### config.mk
export PLATFORM = sky130hd
export DESIGN_NAME = indexed_array_list_core
export DESIGN_NICKNAME = d
export VERILOG_FILES = /design/src/rtl/ial_pkg.sv /design/src/rtl/indexed_array_list_core.sv /design/src/rtl/ial_ram.sv /design/src/rtl/ial_seq.sv
export VERILOG_INCLUDE_DIRS = /design/src /design/src/rtl
export SDC_FILE = /design/constraint.sdc
export NUM_CORES = 1
export LEC_CHECK = 0
export BUFFER_PORTS_ARGS = -buffer_cell sky130_fd_sc_hd__buf_2
export CAP_MARGIN = 20
export CORE_MARGIN = 2
export CORE_UTILIZATION = 40
export CTS_CLUSTER_SIZE = 30
export DETAILED_ROUTE_END_ITERATION = 7
export PLACE_DENSITY = 0.65
export SETUP_SLACK_MARGIN = 0.2
export SLEW_MARGIN = 20
export SYNTH_ARGS = -nofsm -noshare
export SYNTH_HDL_FRONTEND = slang
export SYNTH_SLANG_ARGS = --single-unit
### constraint.sdc
create_clock -name i_clk -period 4.1 [get_ports i_clk]
set_clock_uncertainty 0.2 [all_clocks]
set_input_delay 0.82 -clock i_clk [delete_from_list [all_inputs] [get_ports i_clk]]
set_output_delay 0.82 -clock i_clk [all_outputs]
set_load 0.02 [all_outputs]
### src/rtl/indexed_array_list_core_defines.svh
// Assertion helpers for the file that carries concurrent checks.
// Every check is sampled on the rising clock edge and is off while reset is low.
`ifndef INDEXED_ARRAY_LIST_CORE_DEFINES_SVH
`define INDEXED_ARRAY_LIST_CORE_DEFINES_SVH

// The consequent must hold in the same cycle as the antecedent.
`define IAL_ASSERT_SAME(label, clk, rst_n, ante, cons, msg) \
    label: assert property (@(posedge clk) disable iff (!(rst_n)) (ante) |-> (cons)) \
        else $error(msg);

// The consequent must hold in the cycle after the antecedent.
`define IAL_ASSERT_NEXT(label, clk, rst_n, ante, cons, msg) \
    label: assert property (@(posedge clk) disable iff (!(rst_n)) (ante) |=> (cons)) \
        else $error(msg);

`endif

### src/rtl/ial_pkg.sv
`timescale 1ns / 1ps

package ial_pkg;

    // Request codes carried in the input tuser.
    typedef enum logic [2:0] {
        OP_APPEND = 3'd0,
        OP_INSERT = 3'd1,
        OP_DELETE = 3'd2,
        OP_READ   = 3'd3,
        OP_CLEAR  = 3'd4
    } t_op;

    // Result status carried in the output tuser.
    typedef enum logic [1:0] {
        ST_OK      = 2'd0,
        ST_FULL    = 2'd1,
        ST_OUTSIDE = 2'd2
    } t_status;

    // Sequencer states.
    typedef enum logic [2:0] {
        S_IDLE,
        S_MOVE,
        S_FINAL,
        S_FILL,
        S_RDWAIT,
        S_RESP
    } t_state;

    localparam int VALUE_W = 32;
    localparam int POS_W   = 4;
    localparam int COUNT_W = 5;

    // One finished result as it leaves the sequencer.
    typedef struct packed {
        logic signed [VALUE_W-1:0] read_value;
        logic [COUNT_W-1:0]        count;
        t_status                   status;
    } t_result;

endpackage

### src/rtl/indexed_array_list_core.sv
`timescale 1ns / 1ps
// Bounded ordered list of signed 32-bit words held in one single-port-write,
// one-port-read memory of CAPACITY entries, with one result beat for every
// request beat. Requests are worked one at a time: append, clear, unused codes
// and rejected requests go straight to the result, a read waits for the
// memory's registered read data, an insert or a delete shifts the tail, and an
// insert at or past the end fills up to its position; the shift and fill loops
// move one entry per cycle through the memory's single write port.
// A result waits in an output register, so the next request is taken as soon
// as the previous one has been handed to that register. The memory needs no
// clearing after reset.
`include "indexed_array_list_core_defines.svh"

module indexed_array_list_core #(
    parameter int CAPACITY = 16
) (
    input  logic        i_clk,
    input  logic        i_rst_n,
    // Request stream.
    input  logic        s_tvalid,
    output logic        s_tready,
    input  logic [39:0] s_tdata,   // value [31:0], position [35:32], zero [39:36]
    input  logic [2:0]  s_tuser,   // operation [2:0]
    // Result stream.
    output logic        m_tvalid,
    input  logic        m_tready,
    output logic [39:0] m_tdata,   // read_value [31:0], count [36:32], zero [39:37]
    output logic [1:0]  m_tuser    // status [1:0]
);

    localparam int AW = $clog2(CAPACITY);

    logic                        w_wr_en;
    logic [AW-1:0]               w_wr_addr;
    logic [ial_pkg::VALUE_W-1:0] w_wr_data;
    logic                        w_rd_en;
    logic [AW-1:0]               w_rd_addr;
    logic [ial_pkg::VALUE_W-1:0] w_rd_data;
    logic                        w_res_valid;
    logic                        w_res_ready;
    ial_pkg::t_result            w_res;

    logic                        r_m_valid;
    ial_pkg::t_result            r_m_res;

    // Request sequencer.
    ial_seq #(
        .CAPACITY (CAPACITY)
    ) u_seq (
        .i_clk       (i_clk),
        .i_rst_n     (i_rst_n),
        .i_req_valid (s_tvalid),
        .o_req_ready (s_tready),
        .i_op        (s_tuser),
        .i_value     (s_tdata[31:0]),
        .i_position  (s_tdata[35:32]),
        .o_res_valid (w_res_valid),
        .i_res_ready (w_res_ready),
        .o_res       (w_res),
        .o_wr_en     (w_wr_en),
        .o_wr_addr   (w_wr_addr),
        .o_wr_data   (w_wr_data),
        .o_rd_en     (w_rd_en),
        .o_rd_addr   (w_rd_addr),
        .i_rd_data   (w_rd_data)
    );

    // Entry storage.
    ial_ram #(
        .DEPTH (CAPACITY)
    ) u_ram (
        .i_clk     (i_clk),
        .i_wr_en   (w_wr_en),
        .i_wr_addr (w_wr_addr),
        .i_wr_data (w_wr_data),
        .i_rd_en   (w_rd_en),
        .i_rd_addr (w_rd_addr),
        .o_rd_data (w_rd_data)
    );

    // Output register: loads when empty or when its beat leaves this cycle.
    assign w_res_ready = !r_m_valid || m_tready;

    always_ff @(posedge i_clk) begin
        if (!i_rst_n) begin
            r_m_valid <= 1'b0;
        end else if (w_res_valid && w_res_ready) begin
            r_m_valid <= 1'b1;
        end else if (m_tready) begin
            r_m_valid <= 1'b0;
        end
    end

    always_ff @(posedge i_clk) begin
        if (w_res_valid && w_res_ready) begin
            r_m_res <= w_res;
        end
    end

    assign m_tvalid = r_m_valid;
    assign m_tdata  = {3'b000, r_m_res.count, r_m_res.read_value};
    assign m_tuser  = r_m_res.status;

    // A request is never accepted in the cycle right after an accepted one.
    `IAL_ASSERT_NEXT(a_busy_after_accept, i_clk, i_rst_n, s_tvalid && s_tready, !s_tready, "request accepted while the previous one was still in the sequencer")

    // Only a successful request may carry a nonzero read value.
    `IAL_ASSERT_SAME(a_zero_on_error, i_clk, i_rst_n, m_tvalid && (m_tuser != ial_pkg::ST_OK), m_tdata[31:0] == 32'd0, "rejected request returned a nonzero read value")

    // A result handed to the output register shows up as a beat next cycle.
    `IAL_ASSERT_NEXT(a_result_loaded, i_clk, i_rst_n, w_res_valid && w_res_ready, m_tvalid, "result lost between sequencer and output register")

endmodule

### src/rtl/ial_ram.sv
`timescale 1ns / 1ps

module ial_ram #(
    parameter int  DEPTH = 16,
    localparam int AW    = $clog2(DEPTH)
) (
    input  logic                            i_clk,
    input  logic                            i_wr_en,
    input  logic [AW-1:0]                   i_wr_addr,
    input  logic [ial_pkg::VALUE_W-1:0]     i_wr_data,
    input  logic                            i_rd_en,
    input  logic [AW-1:0]                   i_rd_addr,
    output logic [ial_pkg::VALUE_W-1:0]     o_rd_data
);

    logic [ial_pkg::VALUE_W-1:0] r_mem [DEPTH];
    logic [ial_pkg::VALUE_W-1:0] r_rd_data;

    // Write port.
    always_ff @(posedge i_clk) begin
        if (i_wr_en) begin
            r_mem[i_wr_addr] <= i_wr_data;
        end
    end

    // Registered read port.
    always_ff @(posedge i_clk) begin
        if (i_rd_en) begin
            r_rd_data <= r_mem[i_rd_addr];
        end
    end

    assign o_rd_data = r_rd_data;

endmodule

### src/rtl/ial_seq.sv
`timescale 1ns / 1ps

module ial_seq #(
    parameter int  CAPACITY = 16,
    localparam int AW       = $clog2(CAPACITY),
    localparam int CW       = $clog2(CAPACITY + 1)
) (
    input  logic                                i_clk,
    input  logic                                i_rst_n,
    // Request side.
    input  logic                                i_req_valid,
    output logic                                o_req_ready,
    input  logic [2:0]                          i_op,
    input  logic [ial_pkg::VALUE_W-1:0]         i_value,
    input  logic [ial_pkg::POS_W-1:0]           i_position,
    // Result side.
    output logic                                o_res_valid,
    input  logic                                i_res_ready,
    output ial_pkg::t_result                    o_res,
    // Memory ports.
    output logic                                o_wr_en,
    output logic [AW-1:0]                       o_wr_addr,
    output logic [ial_pkg::VALUE_W-1:0]         o_wr_data,
    output logic                                o_rd_en,
    output logic [AW-1:0]                       o_rd_addr,
    input  logic [ial_pkg::VALUE_W-1:0]         i_rd_data
);

    // Compare width that holds the count, the capacity and any position.
    localparam int EW = (CW > ial_pkg::COUNT_W) ? CW : ial_pkg::COUNT_W;

    ial_pkg::t_state             r_state, n_state;
    logic [CW-1:0]               r_count, n_count;
    logic [ial_pkg::VALUE_W-1:0] r_value, n_value;
    logic [AW-1:0]               r_pos, n_pos;
    logic [AW-1:0]               r_src, n_src;
    logic [AW-1:0]               r_dst, n_dst;
    logic [CW-1:0]               r_left, n_left;
    logic                        r_pend, n_pend;
    logic                        r_up, n_up;
    logic                        r_is_ins, n_is_ins;
    logic [ial_pkg::VALUE_W-1:0] r_rd, n_rd;
    ial_pkg::t_status            r_status, n_status;

    logic [EW-1:0] w_pos_e;
    logic [EW-1:0] w_cnt_e;
    logic [EW-1:0] w_cap_e;
    logic [EW-1:0] w_res_cnt;

    assign w_pos_e   = EW'(i_position);
    assign w_cnt_e   = EW'(r_count);
    assign w_cap_e   = EW'(CAPACITY);
    assign w_res_cnt = EW'(r_count);

    // Control registers.
    always_ff @(posedge i_clk) begin
        if (!i_rst_n) begin
            r_state <= ial_pkg::S_IDLE;
            r_count <= '0;
            r_pend  <= 1'b0;
        end else begin
            r_state <= n_state;
            r_count <= n_count;
            r_pend  <= n_pend;
        end
    end

    // Working registers of the request in flight.
    always_ff @(posedge i_clk) begin
        r_value  <= n_value;
        r_pos    <= n_pos;
        r_src    <= n_src;
        r_dst    <= n_dst;
        r_left   <= n_left;
        r_up     <= n_up;
        r_is_ins <= n_is_ins;
        r_rd     <= n_rd;
        r_status <= n_status;
    end

    // Decode, shift loop and result hand-off.
    always_comb begin
        n_state     = r_state;
        n_count     = r_count;
        n_value     = r_value;
        n_pos       = r_pos;
        n_src       = r_src;
        n_dst       = r_dst;
        n_left      = r_left;
        n_pend      = r_pend;
        n_up        = r_up;
        n_is_ins    = r_is_ins;
        n_rd        = r_rd;
        n_status    = r_status;
        o_req_ready = 1'b0;
        o_res_valid = 1'b0;
        o_wr_en     = 1'b0;
        o_wr_addr   = r_dst;
        o_wr_data   = r_value;
        o_rd_en     = 1'b0;
        o_rd_addr   = r_src;

        case (r_state)
            ial_pkg::S_IDLE: begin
                o_req_ready = 1'b1;
                if (i_req_valid) begin
                    n_value  = i_value;
                    n_rd     = '0;
                    n_status = ial_pkg::ST_OK;
                    n_pend   = 1'b0;
                    n_state  = ial_pkg::S_RESP;
                    case (ial_pkg::t_op'(i_op))
                        ial_pkg::OP_APPEND: begin
                            if (w_cnt_e >= w_cap_e) begin
                                n_status = ial_pkg::ST_FULL;
                            end else begin
                                o_wr_en   = 1'b1;
                                o_wr_addr = AW'(r_count);
                                o_wr_data = i_value;
                                n_count   = r_count + CW'(1);
                            end
                        end
                        ial_pkg::OP_INSERT: begin
                            if (w_pos_e < w_cnt_e) begin
                                if (w_cnt_e >= w_cap_e) begin
                                    n_status = ial_pkg::ST_FULL;
                                end else begin
                                    // Shift the tail up, top entry first.
                                    n_src    = AW'(w_cnt_e - EW'(1));
                                    n_dst    = AW'(r_count);
                                    n_left   = CW'(w_cnt_e - w_pos_e);
                                    n_pos    = AW'(i_position);
                                    n_up     = 1'b1;
                                    n_is_ins = 1'b1;
                                    n_state  = ial_pkg::S_MOVE;
                                end
                            end else if (w_pos_e >= w_cap_e) begin
                                n_status = ial_pkg::ST_FULL;
                            end else begin
                                // Fill from the old end through the position.
                                n_dst   = AW'(r_count);
                                n_pos   = AW'(i_position);
                                n_state = ial_pkg::S_FILL;
                            end
                        end
                        ial_pkg::OP_DELETE: begin
                            if (w_pos_e >= w_cnt_e) begin
                                n_status = ial_pkg::ST_OUTSIDE;
                            end else begin
                                // Shift the tail down, lowest entry first.
                                n_src    = AW'(w_pos_e + EW'(1));
                                n_dst    = AW'(i_position);
                                n_left   = CW'(w_cnt_e - w_pos_e - EW'(1));
                                n_up     = 1'b0;
                                n_is_ins = 1'b0;
                                n_state  = ial_pkg::S_MOVE;
                            end
                        end
                        ial_pkg::OP_READ: begin
                            if (w_pos_e >= w_cnt_e) begin
                                n_status = ial_pkg::ST_OUTSIDE;
                            end else begin
                                o_rd_en   = 1'b1;
                                o_rd_addr = AW'(i_position);
                                n_state   = ial_pkg::S_RDWAIT;
                            end
                        end
                        ial_pkg::OP_CLEAR: begin
                            n_count = '0;
                        end
                        default: begin
                            // Unused codes leave the list alone.
                        end
                    endcase
                end
            end

            ial_pkg::S_MOVE: begin
                // Write back the entry read last cycle.
                if (r_pend) begin
                    o_wr_en   = 1'b1;
                    o_wr_addr = r_dst;
                    o_wr_data = i_rd_data;
                    n_dst     = r_up ? (r_dst - AW'(1)) : (r_dst + AW'(1));
                end
                // Read the next source; it never lands on the entry being written.
                if (r_left != '0) begin
                    o_rd_en   = 1'b1;
                    o_rd_addr = r_src;
                    n_src     = r_up ? (r_src - AW'(1)) : (r_src + AW'(1));
                    n_left    = r_left - CW'(1);
                    n_pend    = 1'b1;
                end else begin
                    n_pend = 1'b0;
                    if (!r_pend) begin
                        n_state = ial_pkg::S_FINAL;
                    end
                end
            end

            ial_pkg::S_FINAL: begin
                if (r_is_ins) begin
                    o_wr_en   = 1'b1;
                    o_wr_addr = r_pos;
                    o_wr_data = r_value;
                    n_count   = r_count + CW'(1);
                end else begin
                    n_count = r_count - CW'(1);
                end
                n_state = ial_pkg::S_RESP;
            end

            ial_pkg::S_FILL: begin
                o_wr_en   = 1'b1;
                o_wr_addr = r_dst;
                o_wr_data = r_value;
                n_dst     = r_dst + AW'(1);
                if (r_dst == r_pos) begin
                    n_count = CW'(r_pos) + CW'(1);
                    n_state = ial_pkg::S_RESP;
                end
            end

            ial_pkg::S_RDWAIT: begin
                n_rd    = i_rd_data;
                n_state = ial_pkg::S_RESP;
            end

            ial_pkg::S_RESP: begin
                o_res_valid = 1'b1;
                if (i_res_ready) begin
                    n_state = ial_pkg::S_IDLE;
                end
            end

            default: begin
                n_state = ial_pkg::S_IDLE;
            end
        endcase
    end

    assign o_res.read_value = r_rd;
    assign o_res.count      = w_res_cnt[ial_pkg::COUNT_W-1:0];
    assign o_res.status     = r_status;

endmodule
== Yosys cells after proc, flatten, opt, wreduce, memory -nomap -nowiden ==
Memories as Yosys holds them, arrays and structs flattened. A register that Yosys moved wholly into a read port is not among the register bits.
Index checks and enable logic that the tools add are counted.

* Logic and storage cells: 171
* Input port bits: 47
* Register bits after elaboration: 133
* Bits in writable memories: 512
* Output and inout port bits: 44
* Memories kept: 1

{| class="wikitable"
|+ Memories
! name !! depth !! bits a word !! read ports !! clocked after Yosys merged registers in !! wr ports !! RTL line !! text
|-
| u_ram.r_mem || 16 || 32 || 1 || 1 || 1 || ial_ram.sv:16 || <nowiki>logic [ial_pkg::VALUE_W-1:0] r_mem [DEPTH];</nowiki>
|}

* Reductions and logical operators: 23
* Muxes and demuxes: 88
* Equal/unequal tests: 29
* Order comparisons: 4
* Add/sub/neg operators: 11

{| class="wikitable"
|+ Operator list
! operator !! number
|-
| 32-bit 2-to-1 mux || 5
|-
| 32-bit one-hot mux with 2 select lines || 2
|-
| 4-bit 2-to-1 mux || 23
|-
| 5-bit 2-to-1 mux || 9
|-
| 4-bit one-hot mux with 2 select lines || 4
|-
| 5-bit one-hot mux with 2 select lines || 3
|-
| 3-bit 2-to-1 mux || 9
|-
| 1-bit 2-to-1 mux || 22
|-
| 3-bit != test, second input constant || 5
|-
| 3-bit one-hot mux with 5 select lines || 1
|-
| 5-bit one-hot mux with 3 select lines || 1
|-
| 5-bit AND reduction || 3
|-
| 5-bit by 1-bit subtractor with 5-bit output, second input constant || 3
|-
| 2-bit != test, second input constant || 7
|-
| 4-bit by 1-bit adder with 4-bit output, second input constant || 3
|-
| 3-bit by 2-bit == test with 1-bit output, second input constant || 4
|-
| 4-bit one-hot mux with 3 select lines || 1
|-
| 6-bit AND reduction || 2
|-
| 2-bit by 1-bit != test with 1-bit output, second input constant || 5
|-
| 3-bit == test, second input constant || 3
|-
| 3-bit one-hot mux with 3 select lines || 1
|-
| 2-bit nonzero test || 4
|-
| 4-bit by 1-bit subtractor with 4-bit output, second input constant || 2
|-
| 7-bit AND reduction || 1
|-
| 23 further kinds || 32
|}

== Depth between registers and ports, before layout ==
Gate-level depths: netlist of the first run.

* Word-level depth: 7
* Mapped depth: 12
* Gate-level depth less buffers: 10

== Cells and area by module ==
Synthesis of the first run repeated with hierarchy kept, for this count alone.

* Cells, all modules: 1376
* Area, all modules: 26765.7 um^2

{| class="wikitable"
|+ Modules (own cells, without submodules)
! module !! cells an instance !! area an instance (um^2) !! times used !! seq. area each (um^2)
|-
| ial_ram || 838 || 20156.8 || 1 || 16335.7
|-
| ial_seq || 490 || 5353.9 || 1 || 2702.6
|-
| indexed_array_list_core || 48 || 1255.0 || 1 || 1191.1
|}

== Worst setup path before layout of the first run ==
Ideal clock, no wire load.

* Path type: input -> register
* From: input port s_tuser[1]
* To: memory u_ram.r_mem[0][0] (netlist bit), enable pin
* Buffers on the path: 1
* Required time: 3.479 ns
* Path slack: -0.356 ns
* Cell stages on the path: 8
* Arrival: 3.835 ns
* Setup time: 0.421 ns
* Path through: clkbuf_1 > nor2_1 > nand2_1 > a2111o_1 > a21o_1 > a222oi_1 > nand2_1 > nor2_1

* Cells in the longest elaborated chain, start to end: 6
* Elaborated cells between the ends (all ways): 9
* Classes of those cells: mux: 8; reduce/logical: 1

{| class="wikitable"
|+ Ends and longest elaborated chain
! element !! RTL line !! text
|-
| from (decl) || indexed_array_list_core.sv:23 || <nowiki>input logic [2:0] s_tuser,</nowiki>
|-
| 3-bit logical NOT (*) || ial_seq.sv:112 || <nowiki>case (ial_pkg::t_op'(i_op))</nowiki>
|-
| 1-bit 2-to-1 mux || ial_seq.sv:112 ||
|-
| 1-bit 2-to-1 mux || ial_seq.sv:106 || <nowiki>if (i_req_valid) begin</nowiki>
|-
| 1-bit one-hot mux with 4 select lines || ial_seq.sv:103 || <nowiki>case (r_state)</nowiki>
|-
| 1-bit 2-to-1 mux || ial_ram.sv:21 || <nowiki>if (i_wr_en) begin</nowiki>
|-
| 1-bit 2-to-1 mux (implied by the code) || ial_ram.sv:22 || <nowiki>r_mem[i_wr_addr] <= i_wr_data;</nowiki>
|-
| to (decl) || ial_ram.sv:16 ||
|}

Mark *: on every way between the ends. The rest lies on a longest branch, timed or not.

== Worst setup path in the final report of the first run ==
* From: register u_seq.r_state[1]
* To: memory u_ram.r_mem[15][17] (netlist bit), enable pin

* Cells in the longest elaborated chain, start to end: 4
* Elaborated cells between the ends (all ways): 8
* Classes of those cells: eq/ne: 3; mux: 4; reduce/logical: 1

{| class="wikitable"
|+ Ends and longest elaborated chain
! element !! RTL line !! text
|-
| from (decl) || ial_seq.sv:32 || <nowiki>ial_pkg::t_state r_state, n_state;</nowiki>
|-
| from (signal assigned) || ial_seq.sv:58 || <nowiki>r_state <= ial_pkg::S_IDLE;</nowiki>
|-
| from (signal assigned) || ial_seq.sv:62 || <nowiki>r_state <= n_state;</nowiki>
|-
| 3-bit by 2-bit == test with 1-bit output, or another cell as far along || ial_seq.sv:103 ||
|-
| 1-bit one-hot mux with 4 select lines || ial_seq.sv:103 ||
|-
| 1-bit 2-to-1 mux || ial_ram.sv:21 ||
|-
| 1-bit 2-to-1 mux (implied by the code) || ial_ram.sv:22 ||
|}

Several ways; a longest one is shown, not always the timed one.

==> impl_metrics.tcl, run 1 <==
set metrics [dict create \
    gp_congestion 0.897 \
    drive_gt1_share_pct 17.5 \
    cts_buffer_depth 3 \
    path_max_fanout 26 \
    layoutNonFillerInstCount 2691 \
    cts_root_buffer "clkbuf_16" \
    power_density_nw_per_um2 666 \
    r2r-end "u_ram.r_mem[15][17]" \
    crit_slowest_cell "or3_1" \
    tightestPinTransition_ns 0.935 \
    critPathLaunchType "register" \
    ys_seq_elements 677 \
    yosysWarnings 0 \
    num-nets-final 1832 \
    ys_types 64 \
    min_period_ns 3.65 \
    antenna_found_initial 3 \
    vias 14900 \
    cts_inserted_buffers 67 \
    cp_slowest_stage_delay_ns 0.54 \
    cp_cell_sequence "or3_1 > nor3_2 > buf_4 > nor4_1 > or3_1 > nor2_4 > buf_12" \
    hold_path_depth 0 \
    synthCells 1585 \
    coreArea_sq_um 66900 \
    critical_path_required_ns 4.16 \
    h-tree-depth 3 \
    rsz0062_at_grt "no" \
    n_fill_cell 5578 \
    rrSetupSlack_ns 0.45 \
    synth-edff-count 667 \
    synth-seq-area-share_pct 75.2 \
    hold_slack_ns 0.219 \
    post_synth_instance_area_sq_um 26900 \
    timing.slew.headroom_pct 37.2 \
    place_hpwl_um 37500 \
    clock_sinks 677 \
    r2r_cells 7 \
    hold_viol 0 \
    n_antenna_cell 0 \
    finalMaxSlewViolations 0 \
    overflow 0 \
    r2r_start "u_seq.r_state[1]" \
    outcome "finished, final reports clean" \
    drv_cap 0 \
    synth.area.top_cells "edfxtp_1 74%, mux2i_1 10%, o22ai_1 3.0%" \
    crit_arrival_ns 3.72 \
    clkLatencyLatePin_ns 0.59 \
    ctsHoldBuffers 0 \
    ys.flop_type "edfxtp_1" \
    cts_tree "yes" \
    viasPerCell 5.54 \
    max_freq_ghz 0.274 \
    clk_pin_slew_worst_paths_ns 0.06 \
    drt_iter0_drc 1517 \
    synth_top_area_share_pct 74.4 \
    finalWirelength_um 64500 \
    synthTopCellsByCount "667 x edfxtp_1, 268 x mux2i_1, 128 x o22ai_1" \
    io_buffers 83 \
    whs_endpoint "m_tdata[6]" \
    p_leak_uw 0.0109 \
    peakVddDrop_uv 345 \
    dp_cells 2572 \
    finalSetupTns_ns 0 \
    period_share_pct 89.1 \
    die_h_um 263 \
    hold_start "u_seq.r_rd[6]" \
    grt_start_max_net_pins 35 \
    synth_area_leader_cell "edfxtp_1" \
    syn_to_final_growth_pct 17.3 \
    final_antenna_net_count 0 \
    min-delay-path-class "register to register" \
    synth_most_common_cell "edfxtp_1" \
    dieArea_sq_um 69400 \
    grt_use_total_pct 18.3 \
    start_util_pct 40.2 \
    drc 0 \
    cp_common_cell "or3_1" \
    setup_viol 0 \
    cts_setup_buffers 0 \
    wl_per_cell_um 24.0 \
    grt_pass1_vias 14600 \
    grt_pass1_wl_um 93900 \
    drt_pass1_iterations 8 \
    dieWidth_um 263 \
    cp-end-kind "register" \
    syn_area_per_cell_sq_um 17.0 \
    path_class "register to register" \
    postSynth.asyncResetShare_pct 0 \
    ios 91 \
    row_count 95 \
]
[worst max-delay path by stage]
stage / from / end / slack [ns] / cells past startpoint
after floorplan: s_tuser[1] / u_ram.r_mem[3][0] / 0.01 / 7
after global placement: s_tuser[1] / u_ram.r_mem[15][7] / 0.08 / 9
after CTS: u_seq.r_state[1] / u_ram.r_mem[7][21] / 0.44 / 9
final: u_seq.r_state[1] / u_ram.r_mem[15][17] / 0.45 / 7
after detailed placement: s_tdata[34] / u_ram.o_rd_data[14] / 0.05 / 12
after global routing: u_seq.r_state[1] / u_ram.r_mem[7][21] / 0.34 / 9
[placed cells by master (no fill, tap or decap), types with 4 or more instances in the layout]
cell and instances:
mux2i_1 268, or4_1 34, buf_2 83, ha_1 15, inv_1 53, nor2_4 18, xnor2_1 11, a21oi_1 20
a222oi_1 35, buf_4 68, nand3_1 7, nor3_1 8, a21boi_0 4, or3_1 5, nand3b_1 4, clkbuf_1 19
buf_12 49, and2_1 33, clkbuf_16 69, clkinv_2 7, xor2_1 14, edfxtp_1 667, o21ai_0 22, nand2_1 40
clkinv_1 17, nand2b_1 6, dfxtp_1 10, nor2_1 30, o22ai_1 128
[per-stage QoR]
| stage | utilization (%) | area, sq um | power, uW | setup slack (ns) |
|---|---|---|---|---|
| 2_1_floorplan | - | 27000 | 13200 | 0.0112 |
| 3_3_place_gp | 44.2 | 29600 | 15400 | 0.0826 |
| 3_5_place_dp | 44.2 | 29600 | 15500 | 0.0523 |
| 4_1_cts | 47.2 | 31600 | 21200 | 0.441 |
| 5_1_grt | 47.2 | 31600 | 21900 | 0.337 |
| 6_report | 47.2 | 31600 | 21000 | 0.446 |
[per-layer routing]
layer  up-vias  routed length, um  track usage [%]
li1       6670                  -                -
met1      7642              27600             24.5
met2       486              31500             30.6
met3       101               3770             2.84
met4         4               1550             6.08
met5         -                 21                0
[report_power, final]
part           leakage (uW)  switching (uW)  internal (uW)  total, uW
logic               0.00384            3610           2310       5920
registers           0.00615             346           9130       9480
clock network      0.000958            2470           3150       5620
[critical path: cells and delay by family (launching register included)]
| family | cells | cell delay, ns |
|---|---|---|
| flops | 1 | 0.46 |
| simple gates | 5 | 1.96 |
| buf+inv | 2 | 0.67 |
[registers in the layout, summed over array words and instances (netlist names)]
register	flops
u_seq.r_value	32
u_seq.r_state	3
m_tvalid	1
u_ram.o_rd_data	32
u_seq.r_dst	4
u_seq.r_pos	4
u_seq.r_rd	32
u_seq.r_up	1
u_seq.r_status	2
m_tdata	37
u_seq.r_pend	1
u_seq.r_count	5
u_seq.r_src	4
m_tuser	2
u_seq.r_left	5
u_ram.r_mem	512
[layout make-up]
type                            count  area [sq um]  share of cell area, %
Sequential cell                   677         20200                   64.1
Multi-Input combinational cell    767          6160                   19.5
Timing Repair Buffer              200          1910                   6.04
Clock buffer                       88          1800                   5.69
Tap cell                          873          1090                   3.46
Inverter                           55           206                  0.654
Clock inverter                     31           179                  0.567
[timing repair]
item / 4_1_cts / 5_1_grt
endpoints found under the setup margin: 0 / 21
hold endpoints to repair: 0 / 0
gates resized for setup: 0 / 1
[logic make-up after synthesis]
family | count (synthesis) | synth area share, %
adders and majority gates | 17 | 0.846
DFF | 677 | 75.2
buffers and inverters | 143 | 2.58
xor gates and xnor gates | 25 | 0.813
and+or+nand+nor | 211 | 4.36
other | 1 | 0.0139
muxes | 271 | 10.1
AOI/OAI and AO/OA | 240 | 6.12
Note: power is estimated with default switching activity, not from simulation.
==> inputs of run 2 (changes only) <==
--- a/config.mk
+++ b/config.mk
@@ -12,7 +12,7 @@
 export CORE_UTILIZATION = 40
 export CTS_CLUSTER_SIZE = 30
 export DETAILED_ROUTE_END_ITERATION = 7
-export PLACE_DENSITY = 0.65
+export PLACE_DENSITY = 0.58
 export SETUP_SLACK_MARGIN = 0.2
 export SLEW_MARGIN = 20
 export SYNTH_ARGS = -nofsm -noshare
==> run 2 against run 1 <==
Count of clock-buffer cells in the layout decreased by 7. Register-to-register slack lost 0.08 ns. Combinational power hardly changed. Core utilization rose by 0.15 points. Sequential power hardly changed. Die area unchanged. First-iteration DRC count fell by 16%. Design area grew 0.32%. Critical path type unchanged.
==> impl_metrics.tcl, run 2 (synthesized netlist as in run 1, its figures left out) <==
set metrics [dict create \
    outcome "finished, final reports clean" \
    io_buffers 83 \
    setup_viol 0 \
    clkLatencyLatePin_ns 0.61 \
    viasPerCell 5.51 \
    mostFrequentLayoutCells "667 x edfxtp_1, 268 x mux2i_1, 128 x o22ai_1, 83 x buf_2, 71 x clkbuf_16" \
    finalPower_uw 21100 \
    start_util_pct 40.2 \
    cts_resized 0 \
    cts_root_buffer "clkbuf_16" \
    cts_buffer_depth 3 \
    largest_register_ffs 512 \
    p_int_uw 14600 \
    fin_util_pct 47.3 \
    vias 14800 \
    critical_path_required_ns 4.18 \
    finalWirelength_um 65700 \
    peakVddDrop_uv 360 \
    rsz0062_at_grt "no" \
    final_antenna_net_count 0 \
    p_sw_share_pct 31.0 \
    n_fill_cell 5652 \
    cts_setup_buffers 0 \
    clkPwrFrac_pct 27.0 \
    crit_slowest_cell "dfxtp_1" \
    critPathBufInv 2 \
    drive_gt1_share_pct 18.1 \
    period_share_pct 91.0 \
    path_delay_family "simple AND/OR/NAND/NOR gates" \
    drt_iter0_drc 1280 \
    grt_use_total_pct 18.9 \
    drv_cap 0 \
    dieWidth_um 263 \
    crit_arrival_ns 3.81 \
    gp_congestion 0.864 \
    cp_cell_sequence "nand2b_1 > nor3_1 > a221oi_1 > buf_4 > or3_1 > nor2_4 > buf_12" \
    min_period_ns 3.73 \
    p_leak_uw 0.0110 \
    grt_pass1_vias 14600 \
    drc 0 \
    timing.slew.headroom_pct 34.1 \
    clock_sinks 677 \
    dieArea_sq_um 69400 \
    drt_pass1_iterations 5 \
    min-delay-path-class "register to register" \
    row_count 95 \
    path_max_fanout 20 \
    grt_start_max_net_pins 40 \
    p_seq_share_pct 45.0 \
    wl_per_cell_um 24.4 \
    hold_viol 0 \
    p_comb_share_pct 28.1 \
    cp_slowest_stage_delay_ns 0.64 \
    h-tree-depth 3 \
    ios 91 \
    place_hpwl_um 39200 \
    cp-end-kind "register" \
    power_density_nw_per_um2 666 \
    overflow 0 \
    coreArea_sq_um 66900 \
    clk_pin_slew_worst_paths_ns 0.06 \
    syn_to_final_growth_pct 17.7 \
    top_register "u_ram.r_mem" \
    path_class "register to register" \
    cts_tree "yes" \
    tightestPinTransition_ns 0.979 \
    cts_inserted_buffers 70 \
    grt_pass1_wl_um 96200 \
    final_common_cell "edfxtp_1" \
    finalSetupTns_ns 0 \
    antenna_found_initial 4 \
    die_h_um 263 \
    num-nets-final 1839 \
    max_freq_ghz 0.268 \
    ctsHoldBuffers 0 \
    critPathLaunchType "register" \
    finalMaxSlewViolations 0 \
    switchingPower_uw 6530 \
]
run 2: cell types whose count changed in the layout (fill, tap and decap cells not counted):
cell,delta
buf_12,+3
buf_4,+1
bufinv_16,-1
clkbuf_1,-9
clkbuf_16,+2
clkinv_2,+5
clkinv_4,-1
clkinv_8,+2
diode_2,+1
nor3_1,+1
nor3_2,-1
run 2: area by class of cell:
cell class / instances / area [sq um] / share of cell area [%]
Timing Repair Buffer: 204 / 1970 / 6.23
Antenna cell: 1 / 2.50 / 0.00790
Multi-Input combinational cell: 767 / 6150 / 19.4
Sequential cell: 677 / 20200 / 63.9
Tap cell: 873 / 1090 / 3.45
Clock buffer: 81 / 1810 / 5.73
Clock inverter: 36 / 198 / 0.624
Inverter: 55 / 206 / 0.652
run 2: layer usage:
metal	vias to the layer above	wire [um]	GRT usage, %
li1	6691	-	-
met1	7658	29100	25.9
met2	389	32100	31.4
met3	92	3300	2.79
met4	4	1200	5.22
met5	-	30	0
run 2: per-stage QoR:
stage	cells	hold WS, ns	area [sq um]	setup slack [ns]
after CTS	2693	0.180	31700	0.423
final	2694	0.214	31700	0.369
after detailed placement	2576	0.205	29700	0.0282
after global routing	2694	0.198	31700	0.287
after global placement	2576	0.203	29700	0.0323
after floorplan	1587	0.200	27000	0.0112
run 2: worst paths after layout:
| path | startpoint | endpoint | slack (ns) | cells after the start |
|---|---|---|---|---|
| max | u_seq.r_state[1] | u_ram.r_mem[15][24] | 0.37 | 7 |
| min | u_seq.r_rd[18] | m_tdata[18] | 0.21 | 0 |
| max reg2reg | u_seq.r_state[1] | u_ram.r_mem[15][24] | 0.37 | 7 |
| min reg2reg | u_seq.r_rd[18] | m_tdata[18] | 0.21 | 0 |
run 2: power groups by stage:
| stage | Sequential, uW | Combinational (uW) | Clock [uW] |
|---|---|---|---|
| global route | 9550 | 6380 | 6060 |
| CTS | 9480 | 5970 | 5810 |
| finish | 9490 | 5920 | 5690 |
| global placement | 9600 | 5840 | 0 |
| detailed placement | 9620 | 5950 | 0 |
| floorplan | 9500 | 3700 | 0 |
==> inputs of run 3 (changes only) <==
--- a/config.mk
+++ b/config.mk
@@ -6,7 +6,7 @@
 export SDC_FILE = /design/constraint.sdc
 export NUM_CORES = 1
 export LEC_CHECK = 0
-export BUFFER_PORTS_ARGS = -buffer_cell sky130_fd_sc_hd__buf_2
+export BUFFER_PORTS_ARGS = -buffer_cell sky130_fd_sc_hd__buf_4
 export CAP_MARGIN = 20
 export CORE_MARGIN = 2
 export CORE_UTILIZATION = 40
==> run 3 against run 2 <==
Design area grew 0.32%. Maximum frequency increased by 5.0%. Power rose by 0.49%. Count of clock-buffer cells in the layout up 1. First-iteration DRC count up 13%. Worst hold slack worse by 0.021 ns. Critical path type unchanged.
==> impl_metrics.tcl, run 3 (synthesized netlist as in run 1, its figures left out) <==
set metrics [dict create \
    cts_inserted_buffers 70 \
    p_leak_uw 0.0110 \
    clock_sinks 677 \
    cp_common_cell "buf_12" \
    peakVddDrop_uv 337 \
    critical_path_required_ns 4.24 \
    crit_arrival_ns 3.69 \
    drc 0 \
    crit_slowest_cell "or4b_4" \
    path_max_fanout 28 \
    rsz0062_at_grt "no" \
    timing.slew.headroom_pct 30.9 \
    start_util_pct 40.2 \
    grt_start_max_net_pins 35 \
    cp-startpoint "u_seq.r_state[1]" \
    mostFrequentLayoutCells "667 x edfxtp_1, 268 x mux2i_1, 143 x buf_4, 128 x o22ai_1, 71 x clkbuf_16" \
    r2r_cells 10 \
    finalPower_uw 21200 \
    num-nets-final 1826 \
    finalMaxSlewViolations 0 \
    whs_endpoint "u_seq.r_value[26]" \
    power_density_nw_per_um2 667 \
    p_comb_share_pct 27.9 \
    cts_resized 0 \
    dieWidth_um 263 \
    grt_pass1_vias 14700 \
    clkLatencyLatePin_ns 0.62 \
    p_int_uw 14600 \
    grt_pass1_wl_um 96700 \
    switchingPower_uw 6570 \
    final_antenna_net_count 0 \
    syn_to_final_growth_pct 18.0 \
    top_register "u_ram.r_mem" \
    place_hpwl_um 38300 \
    tightestPinTransition_ns 1.03 \
    r2r_start "u_seq.r_state[1]" \
    r2r-end "u_ram.o_rd_data[2]" \
    layoutNonFillerInstCount 2683 \
    n_antenna_cell 0 \
    die_h_um 263 \
    hold_path_depth 1 \
    cp_slowest_stage_delay_ns 0.54 \
    finalSetupTns_ns 0 \
    io_buffers 83 \
    cts_tree "yes" \
    gp_congestion 0.885 \
    finalWirelength_um 65700 \
    coreArea_sq_um 66900 \
    fin_util_pct 47.5 \
    p_seq_share_pct 44.7 \
    cp-end-kind "register" \
    critPathLaunchType "register" \
    cp_cell_sequence "buf_4 > or4b_4 > nor2_4 > nand3_4 > mux2i_4 > buf_12 > buf_12 > mux2i_1 > o22ai_1 > or4_1" \
    outcome "finished, final reports clean" \
    clk_pin_slew_worst_paths_ns 0.06 \
    period_share_pct 86.7 \
    path_class "register to register" \
    min-delay-path-class "primary input to register" \
    dp_cells 2563 \
    vias 14800 \
    hold_start "s_tdata[26]" \
    wl_per_cell_um 24.5 \
    grt_use_total_pct 18.9 \
    drt_pass1_iterations 8 \
    largest_register_ffs 512 \
    clkPwrFrac_pct 27.4 \
    setup_viol 0 \
    drt_iter0_drc 1449 \
    antenna_found_initial 2 \
    drv_cap 0 \
    cts_buffer_depth 3 \
    cts_setup_buffers 0 \
    max_freq_ghz 0.281 \
    cts_root_buffer "clkbuf_16" \
    dieArea_sq_um 69400 \
    h-tree-depth 3 \
    drive_gt1_share_pct 17.6 \
    final_common_cell "edfxtp_1" \
    ctsHoldBuffers 0 \
    rrSetupSlack_ns 0.55 \
    hold_viol 0 \
    overflow 0 \
    ios 91 \
    min_period_ns 3.55 \
    row_count 95 \
    p_sw_share_pct 31.0 \
    viasPerCell 5.53 \
]
-- run 3: cell count changes in the layout (fill, tap and decap cells not counted), moves of 4 or more --
cell,change
clkinv_2,+4
buf_2,-83
buf_12,-4
buf_4,+74
-- run 3: metrics by stage --
step                setup slack (ns)  hold slack [ns]  instance area, sq um
finish                         0.545            0.193                 31800
global route                   0.405            0.170                 31800
CTS                            0.527            0.154                 31800
detailed placement            0.0312            0.205                 29700
global placement              0.0376            0.201                 29700
floorplan                     0.0112            0.200                 27000
-- run 3: how the worst max path moves through the flow --
stage	slack [ns]	cells past startpoint	end
5_1_grt	0.40	10	u_ram.o_rd_data[13]
6_report	0.55	10	u_ram.o_rd_data[2]
4_1_cts	0.53	10	u_ram.o_rd_data[2]
3_3_place_gp	0.04	12	u_ram.o_rd_data[2]
3_5_place_dp	0.03	12	u_ram.o_rd_data[2]
2_1_floorplan	0.01	7	u_ram.r_mem[3][0]
-- run 3: power by group through the flow --
stage	clock [uW]	sequential [uW]	combinational, uW
detailed placement	0	9620	5940
global placement	0	9600	5850
floorplan	0	9500	3700
CTS	5950	9480	5960
finish	5810	9480	5910
global route	6230	9540	6360
-- run 3: final cells by class --
cell class	count	area, sq um
tap	873	1090
inverter	55	206
clock inverter	38	239
multi-input combinational	767	6150
fill	5628	35100
sequential	677	20200
timing repair buffer	191	2030
clock buffer	82	1820
-- run 3: worst max-delay path, delay by kind of cell (launching register included) --
family | cells | cell delay, ns
AND/OR/NAND/NOR | 4 | 1.36
AO/OA/AOI/OAI | 1 | 0.11
buffers and inverters | 3 | 0.64
flip-flops | 1 | 0.40
multiplexers | 2 | 0.54
-- run 3: routing by layer --
metal  global-route usage (%)  routed length (um)
met5                        0                   0
met2                     31.5               32200
met4                     6.01                1410
met3                     3.25                4770
met1                     25.4               27300
